===== src/sv/bta_pkg.sv =====
// Shared types and constants for the binary trie address allocator.
// Holds the datapath action word and the status word exchanged with the sequencer.
// No dependencies.
`default_nettype none

package bta_pkg;

  localparam int DEF_MAX_BITS = 8;
  localparam int CFG_W = 4;
  localparam logic [CFG_W-1:0] RESET_ACTIVE_BITS = 4'd8;

  localparam logic OP_GET = 1'b0;
  localparam logic OP_REL = 1'b1;

  typedef enum logic [2:0] {
    N_HOLD,
    N_LOAD,
    N_ROOT,
    N_DOWN,
    N_UP,
    N_ZERO
  } node_op_t;

  typedef enum logic [2:0] {
    W_NONE,
    W_NODE_ONE,
    W_NODE_CARRY,
    W_NODE_ZERO,
    W_CHILD_ZERO,
    W_SWEEP
  } wr_op_t;

  typedef enum logic [1:0] {
    R_NONE,
    R_GET_OK,
    R_FAIL,
    R_REL_OK
  } res_op_t;

  typedef struct packed {
    logic     accept;
    node_op_t node_op;
    wr_op_t   wr_op;
    res_op_t  res_op;
    logic     reserve;
  } act_t;

  typedef struct packed {
    logic in_get;
    logic in_rel;
    logic root_full;
    logic desc_fail;
    logic last;
    logic asc_end;
    logic rel_fail;
    logic at_root;
    logic sweep_last;
    logic stall;
  } status_t;

endpackage

`default_nettype wire


===== src/sv/bta_if.sv =====
// Valid/ready channel interfaces for requests and responses of the allocator.
// Depends on bta_pkg for the default address width.
`default_nettype none

interface bta_req_if import bta_pkg::*; #(
  parameter int ADDR_W = DEF_MAX_BITS
);
  logic              valid;
  logic              ready;
  logic              op;
  logic [ADDR_W-1:0] address;

  modport source (output valid, output op, output address, input ready);
  modport sink (input valid, input op, input address, output ready);
endinterface

interface bta_rsp_if import bta_pkg::*; #(
  parameter int ADDR_W = DEF_MAX_BITS
);
  logic              valid;
  logic              ready;
  logic [ADDR_W-1:0] granted_address;
  logic              ok;
  logic [ADDR_W:0]   free_count;

  modport source (output valid, output granted_address, output ok, output free_count,
                  input ready);
  modport sink (input valid, input granted_address, input ok, input free_count,
                output ready);
endinterface

`default_nettype wire


===== src/sv/bta_sequencer.sv =====
// Microcode sequencer: step register, control ROM and conditional jumps.
// Depends on bta_pkg for the action and status words.
`default_nettype none

module bta_sequencer import bta_pkg::*; (
  input  logic    clk,
  input  logic    rst,
  input  logic    cfg_we,
  input  status_t st,
  output act_t    act
);

  typedef enum logic [3:0] {
    S_IDLE,
    S_GROOT,
    S_DESC,
    S_MARK,
    S_ASC,
    S_GOK,
    S_FAIL,
    S_RCHK,
    S_RUP,
    S_ROK,
    S_CLR,
    S_RSV
  } step_t;

  typedef enum logic [3:0] {
    C_NEVER,
    C_IN_GET,
    C_IN_REL,
    C_ROOT_FULL,
    C_DESC_FAIL,
    C_LAST,
    C_ASC_END,
    C_REL_FAIL,
    C_AT_ROOT,
    C_SWEEP_LAST
  } cond_t;

  typedef struct packed {
    act_t  act;
    cond_t cond_a;
    step_t target_a;
    cond_t cond_b;
    step_t target_b;
    step_t next;
  } ucode_t;

  function automatic ucode_t ucode_rom(input step_t s);
    ucode_t w;
    w = '0;
    unique case (s)
      S_IDLE: begin
        w.act.accept  = 1'b1;
        w.act.node_op = N_LOAD;
        w.cond_a      = C_IN_GET;
        w.target_a    = S_GROOT;
        w.cond_b      = C_IN_REL;
        w.target_b    = S_RCHK;
        w.next        = S_IDLE;
      end
      S_GROOT: begin
        w.act.node_op = N_ROOT;
        w.cond_a      = C_ROOT_FULL;
        w.target_a    = S_FAIL;
        w.next        = S_DESC;
      end
      S_DESC: begin
        w.act.node_op = N_DOWN;
        w.cond_a      = C_DESC_FAIL;
        w.target_a    = S_FAIL;
        w.cond_b      = C_LAST;
        w.target_b    = S_MARK;
        w.next        = S_DESC;
      end
      S_MARK: begin
        w.act.node_op = N_UP;
        w.act.wr_op   = W_NODE_ONE;
        w.next        = S_ASC;
      end
      S_ASC: begin
        w.act.node_op = N_UP;
        w.act.wr_op   = W_NODE_CARRY;
        w.cond_a      = C_ASC_END;
        w.target_a    = S_GOK;
        w.next        = S_ASC;
      end
      S_GOK: begin
        w.act.res_op = R_GET_OK;
        w.next       = S_IDLE;
      end
      S_FAIL: begin
        w.act.res_op = R_FAIL;
        w.next       = S_IDLE;
      end
      S_RCHK: begin
        w.act.wr_op = W_CHILD_ZERO;
        w.cond_a    = C_REL_FAIL;
        w.target_a  = S_FAIL;
        w.next      = S_RUP;
      end
      S_RUP: begin
        w.act.node_op = N_UP;
        w.act.wr_op   = W_NODE_ZERO;
        w.cond_a      = C_AT_ROOT;
        w.target_a    = S_ROK;
        w.next        = S_RUP;
      end
      S_ROK: begin
        w.act.res_op = R_REL_OK;
        w.next       = S_IDLE;
      end
      S_CLR: begin
        w.act.wr_op = W_SWEEP;
        w.cond_a    = C_SWEEP_LAST;
        w.target_a  = S_RSV;
        w.next      = S_CLR;
      end
      S_RSV: begin
        w.act.node_op = N_ZERO;
        w.act.reserve = 1'b1;
        w.next        = S_GROOT;
      end
      default: begin
        w.next = S_CLR;
      end
    endcase
    return w;
  endfunction

  function automatic logic cond_hit(input cond_t c, input status_t s);
    logic hit;
    hit = 1'b0;
    unique case (c)
      C_NEVER:      hit = 1'b0;
      C_IN_GET:     hit = s.in_get;
      C_IN_REL:     hit = s.in_rel;
      C_ROOT_FULL:  hit = s.root_full;
      C_DESC_FAIL:  hit = s.desc_fail;
      C_LAST:       hit = s.last;
      C_ASC_END:    hit = s.asc_end;
      C_REL_FAIL:   hit = s.rel_fail;
      C_AT_ROOT:    hit = s.at_root;
      C_SWEEP_LAST: hit = s.sweep_last;
      default:      hit = 1'b0;
    endcase
    return hit;
  endfunction

  step_t  step, step_next;
  ucode_t word;

  always_comb begin
    word = ucode_rom(step);
    act  = word.act;
    if (st.stall) begin
      step_next = step;
    end else if (cond_hit(word.cond_a, st)) begin
      step_next = word.target_a;
    end else if (cond_hit(word.cond_b, st)) begin
      step_next = word.target_b;
    end else begin
      step_next = word.next;
    end
  end

  always_ff @(posedge clk) begin
    if (rst) begin
      step <= S_CLR;
    end else if (cfg_we) begin
      step <= S_CLR;
    end else begin
      step <= step_next;
    end
  end

endmodule

`default_nettype wire


===== src/sv/bta_datapath.sv =====
// Datapath of the allocator: node flag memory, walk registers, free counter, result register.
// Driven by the action word from bta_sequencer; depends on bta_pkg and bta_if.
`default_nettype none

module bta_datapath import bta_pkg::*; #(
  parameter int MAX_BITS = DEF_MAX_BITS
) (
  input  logic             clk,
  input  logic             rst,
  input  logic             cfg_we,
  input  logic [CFG_W-1:0] cfg_wdata,
  input  act_t             act,
  output status_t          st,
  bta_req_if.sink          req,
  bta_rsp_if.source        rsp
);

  localparam int ADDR_W     = MAX_BITS;
  localparam int NODE_W     = MAX_BITS + 1;
  localparam int NODE_COUNT = 2 ** NODE_W;
  localparam int BITS_W     = $clog2(MAX_BITS + 1);

  function automatic logic [BITS_W-1:0] eff_bits(input logic [CFG_W-1:0] v);
    logic [BITS_W-1:0] r;
    if (v == '0) begin
      r = BITS_W'(1);
    end else if (int'(v) > MAX_BITS) begin
      r = BITS_W'(MAX_BITS);
    end else begin
      r = BITS_W'(v);
    end
    return r;
  endfunction

  logic              mem [NODE_COUNT];
  logic [1:0]        rdata;

  logic [NODE_W-1:0] node, node_next;
  logic [ADDR_W-1:0] addr, bitmask;
  logic              carry, from_bit;
  logic [BITS_W-1:0] width;
  logic [NODE_W-1:0] clr_cnt;
  logic              silent;
  logic [NODE_W-1:0] free_counter, count_next;

  logic              out_valid, out_ok;
  logic [ADDR_W-1:0] out_granted;
  logic [NODE_W-1:0] out_count;

  logic [NODE_W-1:0] leaf_top, in_leaf;
  logic [ADDR_W-1:0] amask, in_addr, top_mask;
  logic              fire, cur_bit, take_one, desc_fail, asc_c, rel_fail;
  logic              out_busy, stall, emit_now;

  always_comb begin
    leaf_top  = NODE_W'(1) << width;
    amask     = leaf_top[ADDR_W-1:0] - ADDR_W'(1);
    in_addr   = req.address & amask;
    in_leaf   = leaf_top | {1'b0, in_addr};
    top_mask  = ADDR_W'(1) << (width - BITS_W'(1));
    fire      = act.accept & req.valid;
    cur_bit   = |(addr & bitmask);
    // A full zero branch moves the walk to the one branch.
    take_one  = cur_bit | rdata[0];
    desc_fail = cur_bit ? rdata[1] : (rdata[0] & rdata[1]);
    asc_c     = carry & rdata[~from_bit];
    rel_fail  = (addr == '0) | ~rdata[from_bit];
    out_busy  = out_valid & ~rsp.ready;
    stall     = (act.res_op != R_NONE) & ~silent & out_busy;
    emit_now  = (act.res_op != R_NONE) & ~silent & ~out_busy;
  end

  always_comb begin
    case (act.node_op)
      N_LOAD: begin
        if (fire) begin
          node_next = (req.op == OP_REL) ? (in_leaf >> 1) : '0;
        end else begin
          node_next = node;
        end
      end
      N_ROOT:  node_next = NODE_W'(1);
      N_DOWN:  node_next = {node[NODE_W-2:0], take_one};
      N_UP:    node_next = node >> 1;
      N_ZERO:  node_next = '0;
      default: node_next = node;
    endcase
  end

  always_comb begin
    case (act.res_op)
      R_GET_OK: count_next = (free_counter != '0) ? (free_counter - NODE_W'(1)) : free_counter;
      R_REL_OK: count_next = free_counter + NODE_W'(1);
      default:  count_next = free_counter;
    endcase
  end

  // Read both children of the node the walk moves to, so they are ready next step.
  always_ff @(posedge clk) begin
    rdata[0] <= mem[{node_next[NODE_W-2:0], 1'b0}];
    rdata[1] <= mem[{node_next[NODE_W-2:0], 1'b1}];
  end

  always_ff @(posedge clk) begin
    case (act.wr_op)
      W_NODE_ONE:   mem[node] <= 1'b1;
      W_NODE_CARRY: mem[node] <= asc_c;
      W_NODE_ZERO:  mem[node] <= 1'b0;
      W_CHILD_ZERO: begin
        if (!rel_fail) begin
          mem[{node[NODE_W-2:0], from_bit}] <= 1'b0;
        end
      end
      W_SWEEP:      mem[clr_cnt] <= 1'b0;
      default: ;
    endcase
  end

  always_ff @(posedge clk) begin
    if (rst) begin
      width        <= eff_bits(RESET_ACTIVE_BITS);
      clr_cnt      <= '0;
      silent       <= 1'b0;
      free_counter <= '0;
      out_valid    <= 1'b0;
    end else begin
      if (cfg_we) begin
        width   <= eff_bits(cfg_wdata);
        clr_cnt <= '0;
      end else if (act.wr_op == W_SWEEP) begin
        clr_cnt <= clr_cnt + NODE_W'(1);
      end
      if (act.reserve) begin
        silent <= 1'b1;
      end else if (fire) begin
        silent <= 1'b0;
      end
      if (act.reserve) begin
        free_counter <= leaf_top;
      end else if (!stall) begin
        free_counter <= count_next;
      end
      if (emit_now) begin
        out_valid <= 1'b1;
      end else if (rsp.ready) begin
        out_valid <= 1'b0;
      end
    end
  end

  always_ff @(posedge clk) begin
    node <= node_next;
    if (act.node_op == N_LOAD && fire) begin
      addr     <= in_addr;
      bitmask  <= top_mask;
      from_bit <= in_addr[0];
    end
    if (act.reserve) begin
      addr    <= '0;
      bitmask <= top_mask;
    end
    if (act.node_op == N_DOWN) begin
      bitmask <= bitmask >> 1;
      // Moving to the one branch sets this bit and drops the lower ones.
      if (!cur_bit && rdata[0]) begin
        addr <= (addr | bitmask) & ~(bitmask - ADDR_W'(1));
      end
    end
    if (act.node_op == N_UP) begin
      from_bit <= node[0];
      carry    <= (act.wr_op == W_NODE_ONE) ? 1'b1 : asc_c;
    end
    if (emit_now) begin
      out_granted <= (act.res_op == R_GET_OK) ? addr : '0;
      out_ok      <= (act.res_op != R_FAIL);
      out_count   <= count_next;
    end
  end

  assign req.ready           = act.accept;
  assign rsp.valid           = out_valid;
  assign rsp.granted_address = out_granted;
  assign rsp.ok              = out_ok;
  assign rsp.free_count      = out_count;

  always_comb begin
    st.in_get     = fire & (req.op == OP_GET);
    st.in_rel     = fire & (req.op == OP_REL);
    st.root_full  = rdata[1];
    st.desc_fail  = desc_fail;
    st.last       = bitmask[0];
    st.asc_end    = ~asc_c | (node == NODE_W'(1));
    st.rel_fail   = rel_fail;
    st.at_root    = (node == NODE_W'(1));
    st.sweep_last = &clr_cnt;
    st.stall      = stall;
  end

endmodule

`default_nettype wire


===== src/sv/binary_trie_address_allocator_top.sv =====
// Top level of the binary trie address allocator: sequencer plus datapath.
// Depends on bta_pkg, bta_if, bta_sequencer and bta_datapath.
//
//   channel  | dir | handshake          | payload
//   ---------+-----+--------------------+-------------------------------------
//   req      | in  | valid / ready      | op, address
//   rsp      | out | valid / ready      | granted_address, ok, free_count
//   cfg      | in  | cfg_we (no wait)   | cfg_wdata = active_bits
//
// A get walks down one step per tree level, then back up one step per level while parents
// fill. A release clears one level per cycle on its way up. A failed get ends early.
// Reset or a cfg write clears all 2^(MAX_BITS+1) flags, one flag per cycle, then reserves
// address 0; req.ready stays low meanwhile.
// A result waiting on rsp stalls only the next result; a new request is still taken.
`default_nettype none

module binary_trie_address_allocator_top import bta_pkg::*; #(
  parameter int MAX_BITS = DEF_MAX_BITS
) (
  input  logic             clk,
  input  logic             rst,
  input  logic             cfg_we,
  input  logic [CFG_W-1:0] cfg_wdata,
  bta_req_if.sink          req,
  bta_rsp_if.source        rsp
);

  act_t    act;
  status_t st;

  bta_sequencer u_seq (
    .clk    (clk),
    .rst    (rst),
    .cfg_we (cfg_we),
    .st     (st),
    .act    (act)
  );

  bta_datapath #(
    .MAX_BITS (MAX_BITS)
  ) u_dp (
    .clk       (clk),
    .rst       (rst),
    .cfg_we    (cfg_we),
    .cfg_wdata (cfg_wdata),
    .act       (act),
    .st        (st),
    .req       (req),
    .rsp       (rsp)
  );

`ifndef NO_ASSERTIONS
  a_busy_after_accept: assert property (@(posedge clk) disable iff (rst)
    (req.valid && req.ready) |=> !req.ready)
    else $error("request taken while previous transaction still in progress");

  a_busy_after_cfg: assert property (@(posedge clk) disable iff (rst)
    cfg_we |=> !req.ready)
    else $error("request ready during store clear");

  a_fail_zero: assert property (@(posedge clk) disable iff (rst)
    (rsp.valid && !rsp.ok) |-> (rsp.granted_address == '0))
    else $error("failed transaction carries a nonzero address");

  a_stall_pending: assert property (@(posedge clk) disable iff (rst)
    st.stall |-> (rsp.valid && !rsp.ready))
    else $error("sequencer stalled with no blocked result");
`endif

endmodule

`default_nettype wire


===== src/flat_wrapper.sv =====
// flat-port wrapper written by rule: the top's interface ports become plain ports
module binary_trie_address_allocator_top_flat import bta_pkg::*;
#(
  parameter int MAX_BITS = DEF_MAX_BITS
)
  (clk, rst, cfg_we, cfg_wdata, req_valid, req_op, req_address, req_ready, rsp_valid, rsp_granted_address, rsp_ok, rsp_free_count, rsp_ready);
  bta_req_if req_i ();
  bta_rsp_if rsp_i ();
  input  logic clk;
  input  logic rst;
  input  logic cfg_we;
  input  logic [CFG_W-1:0] cfg_wdata;
  input wire logic [$bits(req_i.valid)-1:0] req_valid;
  input wire logic [$bits(req_i.op)-1:0] req_op;
  input wire logic [$bits(req_i.address)-1:0] req_address;
  output wire logic [$bits(req_i.ready)-1:0] req_ready;
  output wire logic [$bits(rsp_i.valid)-1:0] rsp_valid;
  output wire logic [$bits(rsp_i.granted_address)-1:0] rsp_granted_address;
  output wire logic [$bits(rsp_i.ok)-1:0] rsp_ok;
  output wire logic [$bits(rsp_i.free_count)-1:0] rsp_free_count;
  input wire logic [$bits(rsp_i.ready)-1:0] rsp_ready;
  assign req_i.valid = req_valid;
  assign req_i.op = req_op;
  assign req_i.address = req_address;
  assign req_ready = req_i.ready;
  assign rsp_valid = rsp_i.valid;
  assign rsp_granted_address = rsp_i.granted_address;
  assign rsp_ok = rsp_i.ok;
  assign rsp_free_count = rsp_i.free_count;
  assign rsp_i.ready = rsp_ready;
  binary_trie_address_allocator_top #(.MAX_BITS(MAX_BITS)) u_core (.clk(clk), .rst(rst), .cfg_we(cfg_we), .cfg_wdata(cfg_wdata), .req(req_i), .rsp(rsp_i));
endmodule

===== config.mk =====
export PLATFORM = sky130hd
export DESIGN_NAME = binary_trie_address_allocator_top_flat
export DESIGN_NICKNAME = d
export VERILOG_FILES = /design/src/sv/bta_pkg.sv /design/src/sv/bta_if.sv /design/src/sv/bta_sequencer.sv /design/src/sv/bta_datapath.sv /design/src/sv/binary_trie_address_allocator_top.sv /design/src/flat_wrapper.sv
export SDC_FILE = /design/constraint.sdc
export NUM_CORES = 1
export LEC_CHECK = 0
export BUFFER_PORTS_ARGS = -buffer_cell sky130_fd_sc_hd__buf_4
export CAP_MARGIN = 20
export CORE_MARGIN = 10
export CORE_UTILIZATION = 59
export CTS_BUF_LIST = sky130_fd_sc_hd__clkbuf_2 sky130_fd_sc_hd__clkbuf_4 sky130_fd_sc_hd__clkbuf_8
export DETAILED_ROUTE_END_ITERATION = 8
export PLACE_DENSITY = 0.76
export SLEW_MARGIN = 20
export SYNTH_ARGS = -nofsm -noshare
export SYNTH_HDL_FRONTEND = slang
export SYNTH_SLANG_ARGS = --single-unit

===== constraint.sdc =====
create_clock -name clk -period 16.7 [get_ports clk]
set_clock_uncertainty 0.2 [all_clocks]
set_input_delay 2.505 -clock clk [delete_from_list [all_inputs] [get_ports clk]]
set_output_delay 2.505 -clock clk [all_outputs]
set_load 0.05 [all_outputs]

==> flow_summary.rst, run 1 <==
.. list-table::
   :header-rows: 1

   * - Metric
     - Value
   * - Number of enable-type register cells in the synthesized netlist
     - 540
   * - Total GRT Usage
     - 27.1%
   * - Class of the most critical hold timing path
     - reg2reg
   * - Critical setup path kind
     - in2reg
   * - Number of levels in the clock H-tree
     - 3
   * - Number of max-cap violations
     - 0
   * - Max-slew violation total from the final report
     - 0
   * - Critical R2R Launch
     - u_core.u_seq.step[0]
   * - Number of instances in the synthesized netlist
     - 2608
   * - Post-Synthesis Net Count
     - 2632
   * - Hold slack
     - 0.301 ns
   * - Data arrival, critical path
     - 6.96 ns
   * - Element type at the critical path start
     - input port
   * - Gpl congestion
     - 0.904
   * - Yosys reg bits
     - 587
   * - Minimum setup slack after placement
     - 9.54 ns
   * - Wire length reported by the detailed router
     - 77.6 mm
   * - Async set-or-reset flop fraction in the synthesized netlist
     - 0%
   * - Number of hold buffers added after cts
     - 0
   * - Clock tree root buffer cell
     - sky130_fd_sc_hd__clkbuf_8
   * - Most frequent cells in the layout
     - 600 x sky130_fd_sc_hd__nor2_1, 540 x sky130_fd_sc_hd__edfxtp_1, 391 x sky130_fd_sc_hd__nand2_1, 97 x sky130_fd_sc_hd__clkbuf_8, 88 x sky130_fd_sc_hd__a211oi_1
   * - Row count
     - 78
   * - I/O pin count
     - 38
   * - Post-synth top area cell
     - sky130_fd_sc_hd__edfxtp_1
   * - Via total after detailed routing
     - 21444
   * - Reg clk slew, reported paths
     - 0.07 ns
   * - Leakage power
     - 9.38 nW
   * - Outcome
     - finished, final reports clean
   * - Capture point of the worst reg-to-reg path
     - u_core.u_dp.rdata[1]
   * - Area inside the core boundary
     - 45600 µm²
   * - Average instance area after synthesis
     - 10.5 µm²
   * - Drt pass-1 iters
     - 6
   * - Share of the yosys chip area belonging to registers
     - 62.7%
   * - Total overflow reported by the global router
     - 0
   * - RSZ-0062 raised after global routing
     - false
   * - Number of hold violations in the final report
     - 0
   * - Leading cell type in the layout, fill and taps excluded
     - sky130_fd_sc_hd__nor2_1
   * - Area overhead of the layout relative to synthesis
     - 8.65%
   * - Category of the worst setup path capture point
     - flop
   * - Number of buffers created by CTS
     - 95
   * - Vias/cell
     - 6.61
   * - Total DRC errors in the routed layout
     - 0
   * - CP required
     - 17.07 ns
   * - Total number of clock tree sinks
     - 587
   * - Filler Cells Inserted
     - 3503
   * - Number of distinct library cells after synthesis
     - 70
   * - Worst Reg2Reg Path Length in Cells
     - 13
   * - Y dimension of the die
     - 235 µm
   * - TritonCTS clock tree
     - built
   * - Ranking of synthesized cells by area
     - sky130_fd_sc_hd__edfxtp_1 59%, sky130_fd_sc_hd__nor2_1 8.2%, sky130_fd_sc_hd__nand2_1 5.4%
   * - Number of instances resized during post-cts repair
     - 0
   * - Die area
     - 55400 µm²
   * - Fin worst setup slack
     - 10.11 ns
   * - Area fraction of the dominant cell type after synthesis
     - 59.3%
   * - Fin crit period
     - 6.59 ns
   * - Initial antenna violation count
     - 0
   * - Relative slew slack
     - 11.2%
   * - Fraction of layout cells with a size suffix above 1
     - 10.1%
   * - Pin count of the biggest net entering global routing
     - 301
   * - Peak fanout along the critical path
     - 69
   * - Total power after layout
     - 0.00319 W
   * - Summed instance area of the synthesized netlist
     - 27400 µm²
   * - Final layout net count
     - 2593
   * - Insertion delay of the later-clocked pin in the worst-skew pair
     - 0.69 ns
   * - Routed wire length per instance
     - 23.9 µm
   * - Final HPWL from detailed placement
     - 43.0 mm
   * - Maximum VDD drop
     - 0.0983 mV
   * - Setup Total Neg Slack
     - 0 ns
   * - Pwr per Cell Area
     - 107 nW/µm²
   * - Final setup violation count
     - 0
   * - DRC marker count from the first detailed-route iteration
     - 3065
   * - Tcrit/Tclk final
     - 39.4%
   * - PortBufs
     - 37
   * - Via count of the first global-routing pass
     - 20170
   * - Most used flip-flop cell after synthesis
     - sky130_fd_sc_hd__edfxtp_1
   * - First-pass GRT wire length
     - 119 mm
   * - Final core occ
     - 65.2%
   * - Number of warnings issued by yosys
     - 0
   * - Post-route antenna net violation count
     - 0
   * - Postcts setup bufs
     - 0
   * - Hold depth
     - 2
   * - Die width
     - 235 µm
   * - Startpoint of the tightest hold check path
     - u_core.u_dp.silent
   * - Reg2reg setup slack
     - 10.20 ns
   * - Fmax achieved
     - 0.152 GHz
   * - Initial Util
     - 60.0%
   * - Terminating pin of the worst hold path
     - u_core.u_dp.silent
   * - Transition time at the pin with the least slew margin
     - 1.33 ns
   * - Bufs on Longest Clock Path
     - 3
[report_power, final]
group	switching (W)	internal (W)
sequential	0.0000199	0.00159
combinational	0.000274	0.000111
clock	0.000567	0.000632
[logic make-up (layout without fill, tap and decap cells)]
kind of cell    after synthesis  count (layout)  share of synthesized area, %
mux                          50              50                          1.93
fa+ha+maj                     6               6                         0.274
other cells                   0               1                             0
simple gates               1283            1283                          20.1
xor+xnor                     13              13                         0.416
buf+inv                     239             276                          3.60
flops                       587             587                          62.7
compound gates              430             430                          11.0
[per-stage QoR]
stage / std cells / area, µm²
final: 3246 / 29700
after detailed placement: 3072 / 27900
after global routing: 3245 / 29700
after global placement: 3072 / 27900
after CTS: 3245 / 29700
after floorplan: 2608 / 27400
[Yosys cell counts (16+ instances only)]
cell type	count
sky130_fd_sc_hd__a22oi_1	18
sky130_fd_sc_hd__nand3_1	74
sky130_fd_sc_hd__edfxtp_1	540
sky130_fd_sc_hd__buf_2	46
sky130_fd_sc_hd__a311oi_1	31
sky130_fd_sc_hd__nor2_1	600
sky130_fd_sc_hd__a31oi_1	41
sky130_fd_sc_hd__a21oi_1	88
sky130_fd_sc_hd__a221oi_1	21
sky130_fd_sc_hd__nor3_1	39
sky130_fd_sc_hd__o22ai_1	16
sky130_fd_sc_hd__mux2i_1	47
sky130_fd_sc_hd__buf_1	18
sky130_fd_sc_hd__nand2_1	391
sky130_fd_sc_hd__a32oi_1	22
sky130_fd_sc_hd__and3_1	86
sky130_fd_sc_hd__a211oi_1	88
sky130_fd_sc_hd__dfxtp_1	47
sky130_fd_sc_hd__inv_1	16
sky130_fd_sc_hd__o21ai_0	44
sky130_fd_sc_hd__clkbuf_1	148
[critical path, cell delays in order]
cell	delay, ns
sky130_fd_sc_hd__buf_4	0.14
sky130_fd_sc_hd__nand2_1	0.11
sky130_fd_sc_hd__nor2_1	0.14
sky130_fd_sc_hd__a222oi_1	0.52
sky130_fd_sc_hd__and2_2	0.22
sky130_fd_sc_hd__buf_4	0.41
sky130_fd_sc_hd__clkinv_2	0.51
sky130_fd_sc_hd__buf_4	0.55
sky130_fd_sc_hd__nor2_1	0.79
sky130_fd_sc_hd__o211ai_1	0.19
sky130_fd_sc_hd__o311ai_1	0.18
sky130_fd_sc_hd__a221oi_1	0.12
sky130_fd_sc_hd__a211oi_1	0.36
sky130_fd_sc_hd__nand3_1	0.11
[how the worst max path moves through the flow]
stage,startpoint,to,cells past startpoint
after detailed placement,req_valid,u_core.u_dp.rdata[1],14
final,req_valid,u_core.u_dp.rdata[1],14
after global routing,u_core.u_seq.step[0],u_core.u_dp.rdata[1],13
after floorplan,u_core.u_seq.step[1],u_core.u_dp.mem[0],7
after CTS,req_valid,u_core.u_dp.rdata[1],14
after global placement,req_valid,u_core.u_dp.rdata[1],14
[per-layer routing]
metal  vias to the layer above  global-route usage, %  wire [µm]
met5                         -                      0          0
met4                         0                   12.8       3440
met3                       248                   5.85       8760
met2                      1394                   43.0      36500
met1                     10443                   35.1      28900
li1                       9359                      -          -
[cell type report]
| class | instances | area, µm² | share of cell area (%) |
|---|---|---|---|
| Timing Repair Buffer | 81 | 624 | 2.10 |
| Tap cell | 600 | 751 | 2.53 |
| Inverter | 22 | 88.8 | 0.299 |
| Antenna cell | 1 | 2.50 | 0.00842 |
| Clock buffer | 139 | 1650 | 5.55 |
| Multi-Input combinational cell | 1782 | 9290 | 31.3 |
| Sequential cell | 587 | 17200 | 57.7 |
| Clock inverter | 34 | 156 | 0.526 |
[state kept, by name, indices dropped and copies added, names as in the netlist]
name,flops
u_core.u_dp.clr_cnt,9
u_core.u_dp.width,4
u_core.u_dp.node,9
u_core.u_dp.silent,1
u_core.u_dp.free_counter,9
u_core.u_dp.rsp.ok,1
u_core.u_dp.from_bit,1
u_core.u_dp.addr,8
u_core.u_dp.rsp.granted_address,8
u_core.u_dp.bitmask,8
u_core.u_dp.mem,512
u_core.u_dp.rsp.free_count,9
u_core.u_dp.rdata,2
u_core.u_dp.rsp.valid,1
u_core.u_seq.step,4
u_core.u_dp.carry,1
No activity file was read; power rests on OpenSTA's default activity.
==> run 2: changes to the inputs <==
- ABC_AREA: not set -> 1
- CORE_UTILIZATION: 59 -> 66
- PLACE_DENSITY: 0.76 -> 0.81
- clock period: 16.7 -> 6.5 ns (I/O delays scaled with it)
==> flow_summary.rst, run 2 <==
.. list-table::
   :header-rows: 1

   * - Metric
     - Value
   * - Via count of the first global-routing pass
     - 20631
   * - Routing usage on met3
     - 6.78%
   * - Slowest stage cell, crit path
     - sky130_fd_sc_hd__buf_12
   * - Most frequent cell on the critical path
     - sky130_fd_sc_hd__nand3_1
   * - Number of max-cap violations
     - 0
   * - Postcts setup bufs
     - 0
   * - Number of flip-flops in the largest register
     - 512
   * - Peak fanout along the critical path
     - 164
   * - Element type at the critical path start
     - flop
   * - Pwr per Cell Area
     - 267 nW/µm²
   * - Total DRC errors in the routed layout
     - 0
   * - Leakage power
     - 11.7 nW
   * - Met1 demand-to-capacity share in global routing
     - 36.2%
   * - Max-slew violation total from the final report
     - 0
   * - Post-placement cell count
     - 3475
   * - Post-synth top area cell
     - sky130_fd_sc_hd__edfxtp_1
   * - Drt pass-1 iters
     - 8
   * - Total number of clock tree sinks
     - 587
   * - Proportion of power drawn by combinational gates
     - 12.2%
   * - Y dimension of the die
     - 228 µm
   * - Fin crit period
     - 4.18 ns
   * - RSZ-0062 raised after global routing
     - false
   * - Cell with the most instances after synthesis
     - sky130_fd_sc_hd__nor2_1
   * - Async set-or-reset flop fraction in the synthesized netlist
     - 0%
   * - Class of the most critical hold timing path
     - reg2reg
   * - Placed inst area
     - 28700 µm²
   * - First-pass GRT wire length
     - 114 mm
   * - PortBufs
     - 37
   * - Reg2reg setup slack
     - 2.32 ns
   * - Non-filler cells, final
     - 3637
   * - Row count
     - 75
   * - Number of enable-type register cells in the synthesized netlist
     - 540
   * - Vias/cell
     - 6.03
   * - GRT busiest layer
     - met2
   * - Hold slack
     - 0.282 ns
   * - Total GRT Usage
     - 28.5%
   * - Initial antenna violation count
     - 0
   * - Reg clk slew, reported paths
     - 0.07 ns
   * - DRC marker count from the first detailed-route iteration
     - 3116
   * - I/O pin count
     - 38
   * - Critical path startpoint
     - u_core.u_dp.width[3]
   * - Leading cell type in the layout, fill and taps excluded
     - sky130_fd_sc_hd__nor2_1
   * - Total overflow reported by the global router
     - 0
   * - Number of distinct library cells after synthesis
     - 49
   * - Gpl congestion
     - 0.954
   * - Clock tree root buffer cell
     - sky130_fd_sc_hd__clkbuf_8
   * - Proportion of power drawn by the clock network
     - 37.4%
   * - Number of buffers created by CTS
     - 92
   * - Maximum VDD drop
     - 0.281 mV
   * - Inserted Diodes
     - 0
   * - Final layout net count
     - 3057
   * - Area inside the core boundary
     - 42200 µm²
   * - Fmax achieved
     - 0.239 GHz
   * - Final HPWL from detailed placement
     - 40.1 mm
   * - Final setup violation count
     - 0
   * - Share of the yosys chip area belonging to registers
     - 60.3%
   * - Wire length reported by the detailed router
     - 73.7 mm
   * - Hold depth
     - 2
   * - Post-route antenna net violation count
     - 0
   * - Via total after detailed routing
     - 21931
   * - Initial Util
     - 67.3%
   * - Area fraction of the dominant cell type after synthesis
     - 57.0%
   * - Most numerous cell types in the synthesized netlist
     - 588 x sky130_fd_sc_hd__nor2_1, 540 x sky130_fd_sc_hd__edfxtp_1, 533 x sky130_fd_sc_hd__nand2_1
   * - Sequential power share
     - 50.4%
   * - TritonCTS clock tree
     - built
   * - Summed instance area of the synthesized netlist
     - 28400 µm²
   * - Most frequent cells in the layout
     - 588 x sky130_fd_sc_hd__nor2_1, 540 x sky130_fd_sc_hd__edfxtp_1, 517 x sky130_fd_sc_hd__nand2_1, 373 x sky130_fd_sc_hd__inv_1, 301 x sky130_fd_sc_hd__nand3_1
   * - Largest incremental delay on the critical path
     - 0.50 ns
   * - Total non-filler cell area in the finished layout
     - 30600 µm²
   * - Relative slew slack
     - 17.4%
   * - Die area
     - 51800 µm²
   * - Transition time at the pin with the least slew margin
     - 1.24 ns
   * - Average instance area after synthesis
     - 9.25 µm²
   * - Area overhead of the layout relative to synthesis
     - 7.51%
   * - Worst Reg2Reg Path Length in Cells
     - 18
   * - Number of hold buffers added after cts
     - 0
   * - Fraction of layout cells with a size suffix above 1
     - 9.46%
   * - Number of warnings issued by yosys
     - 0
   * - Number of instances in the synthesized netlist
     - 3075
   * - Critical setup path kind
     - reg2reg
   * - End point of the critical path
     - u_core.u_dp.rdata[0]
   * - Pin count of the biggest net entering global routing
     - 240
   * - Outcome
     - finished, final reports clean
   * - Post-Synthesis Net Count
     - 3099
   * - Total power after layout
     - 0.00815 W
   * - Number of levels in the clock H-tree
     - 3
   * - Internal portion of total power
     - 0.00598 W
   * - Setup Total Neg Slack
     - 0 ns
   * - Number of instances resized during post-cts repair
     - 0
   * - Category of the worst setup path capture point
     - flop
   * - Yosys reg bits
     - 587
   * - CP required
     - 6.88 ns
   * - Most used flip-flop cell after synthesis
     - sky130_fd_sc_hd__edfxtp_1
   * - Filler Cells Inserted
     - 3143
   * - Most flops, register
     - u_core.u_dp.mem
   * - Capture point of the worst reg-to-reg path
     - u_core.u_dp.rdata[0]
   * - Ranking of synthesized cells by area
     - sky130_fd_sc_hd__edfxtp_1 57%, sky130_fd_sc_hd__nor2_1 7.8%, sky130_fd_sc_hd__nand2_1 7.0%
   * - Switching pwr
     - 0.00217 W
   * - Critical R2R Launch
     - u_core.u_dp.width[3]
   * - Critical-path cell list
     - inv_1 -> nand2_1 -> nor2_1 -> inv_1 -> ha_1 -> nor2_1 -> o21ai_1 -> nand4_4 -> buf_12 -> nand2_1 -> nand3_1 -> nand3_1 -> nand3_1 -> nand3_1 -> nand3_1 -> nand3_1 -> nand3_1 -> nand2_1
   * - Die width
     - 228 µm
   * - Tcrit/Tclk final
     - 64.3%
   * - Bufs on Longest Clock Path
     - 3
   * - Global routing met2 resource utilization
     - 45.8%
   * - Routed wire length per instance
     - 20.3 µm
   * - Data arrival, critical path
     - 4.56 ns
   * - Number of hold violations in the final report
     - 0
   * - Insertion delay of the later-clocked pin in the worst-skew pair
     - 0.70 ns
   * - Switching power as a share of total power
     - 26.6%
## run 2: cell types whose count changed after synthesis, moves of 86 or more
cell,change
sky130_fd_sc_hd__inv_1,+360
sky130_fd_sc_hd__nand3_1,+227
sky130_fd_sc_hd__nand2_1,+142
sky130_fd_sc_hd__o211ai_1,+134
sky130_fd_sc_hd__o21ai_0,+98
sky130_fd_sc_hd__a211oi_1,-86
sky130_fd_sc_hd__and3_1,-86
## run 2: worst min path at each step
stage	slack, ns	to	start
final	0.28	u_core.u_dp.silent	u_core.u_dp.silent
after global routing	0.30	u_core.u_dp.free_counter[7]	u_core.u_dp.free_counter[7]
after CTS	0.28	u_core.u_dp.silent	u_core.u_dp.silent
after detailed placement	0.27	u_core.u_dp.silent	u_core.u_dp.silent
after global placement	0.27	u_core.u_dp.clr_cnt[2]	u_core.u_dp.clr_cnt[2]
after floorplan	0.24	u_core.u_dp.silent	u_core.u_dp.silent
## run 2: cell families (layout without fill, tap and decap cells)
| kind of cell | Yosys count | after routing | synth area share, % |
|---|---|---|---|
| buf+inv | 595 | 618 | 8.70 |
| compound gates | 375 | 375 | 8.34 |
| simple gates | 1507 | 1507 | 22.2 |
| flops | 587 | 587 | 60.3 |
| xor+xnor | 3 | 3 | 0.0924 |
| fa+ha+maj | 6 | 6 | 0.264 |
| mux | 2 | 2 | 0.0704 |
## run 2: metrics by stage
step	utilization [%]	setup slack, ns
finish	72.4	2.32
global route	72.4	1.97
CTS	72.2	2.42
detailed placement	68.1	2.33
global placement	68.0	2.36
floorplan	-	0.409
## run 2: area by class of cell
type | instances | area [µm²] | share of cell area, %
repair buffers | 65 | 596 | 1.95
multi-input cells | 1893 | 8900 | 29.1
inverters | 394 | 1480 | 4.85
flip-flops and latches | 587 | 17200 | 56.1
clock buffers | 130 | 1600 | 5.22
well taps | 539 | 674 | 2.21
clock inverters | 29 | 161 | 0.528
## run 2: worst max-delay path, delay by kind of cell (launching register included)
| kind | cells | cell delay, ns |
|---|---|---|
| flops | 1 | 0.33 |
| simple gates | 13 | 2.40 |
| buf+inv | 3 | 0.69 |
| compound gates | 1 | 0.18 |
| fa+ha+maj | 1 | 0.28 |
## run 2: power by group through the flow
stage	Combinational (W)	Sequential, W	Clock (W)
after floorplan	0.000719	0.00418	0
after global placement	0.000945	0.00419	0
after detailed placement	0.000962	0.00419	0
after CTS	0.000968	0.00411	0.00307
after global routing	0.00108	0.00411	0.00323
final	0.000996	0.00411	0.00305
## run 2: layer usage
layer | share of wire [%] | vias up | wire length (µm)
li1 | - | 10165 | -
met1 | 38 | 10341 | 27800
met2 | 48 | 1204 | 35100
met3 | 11 | 221 | 7960
met4 | 3.8 | 0 | 2770
met5 | 0 | - | 0
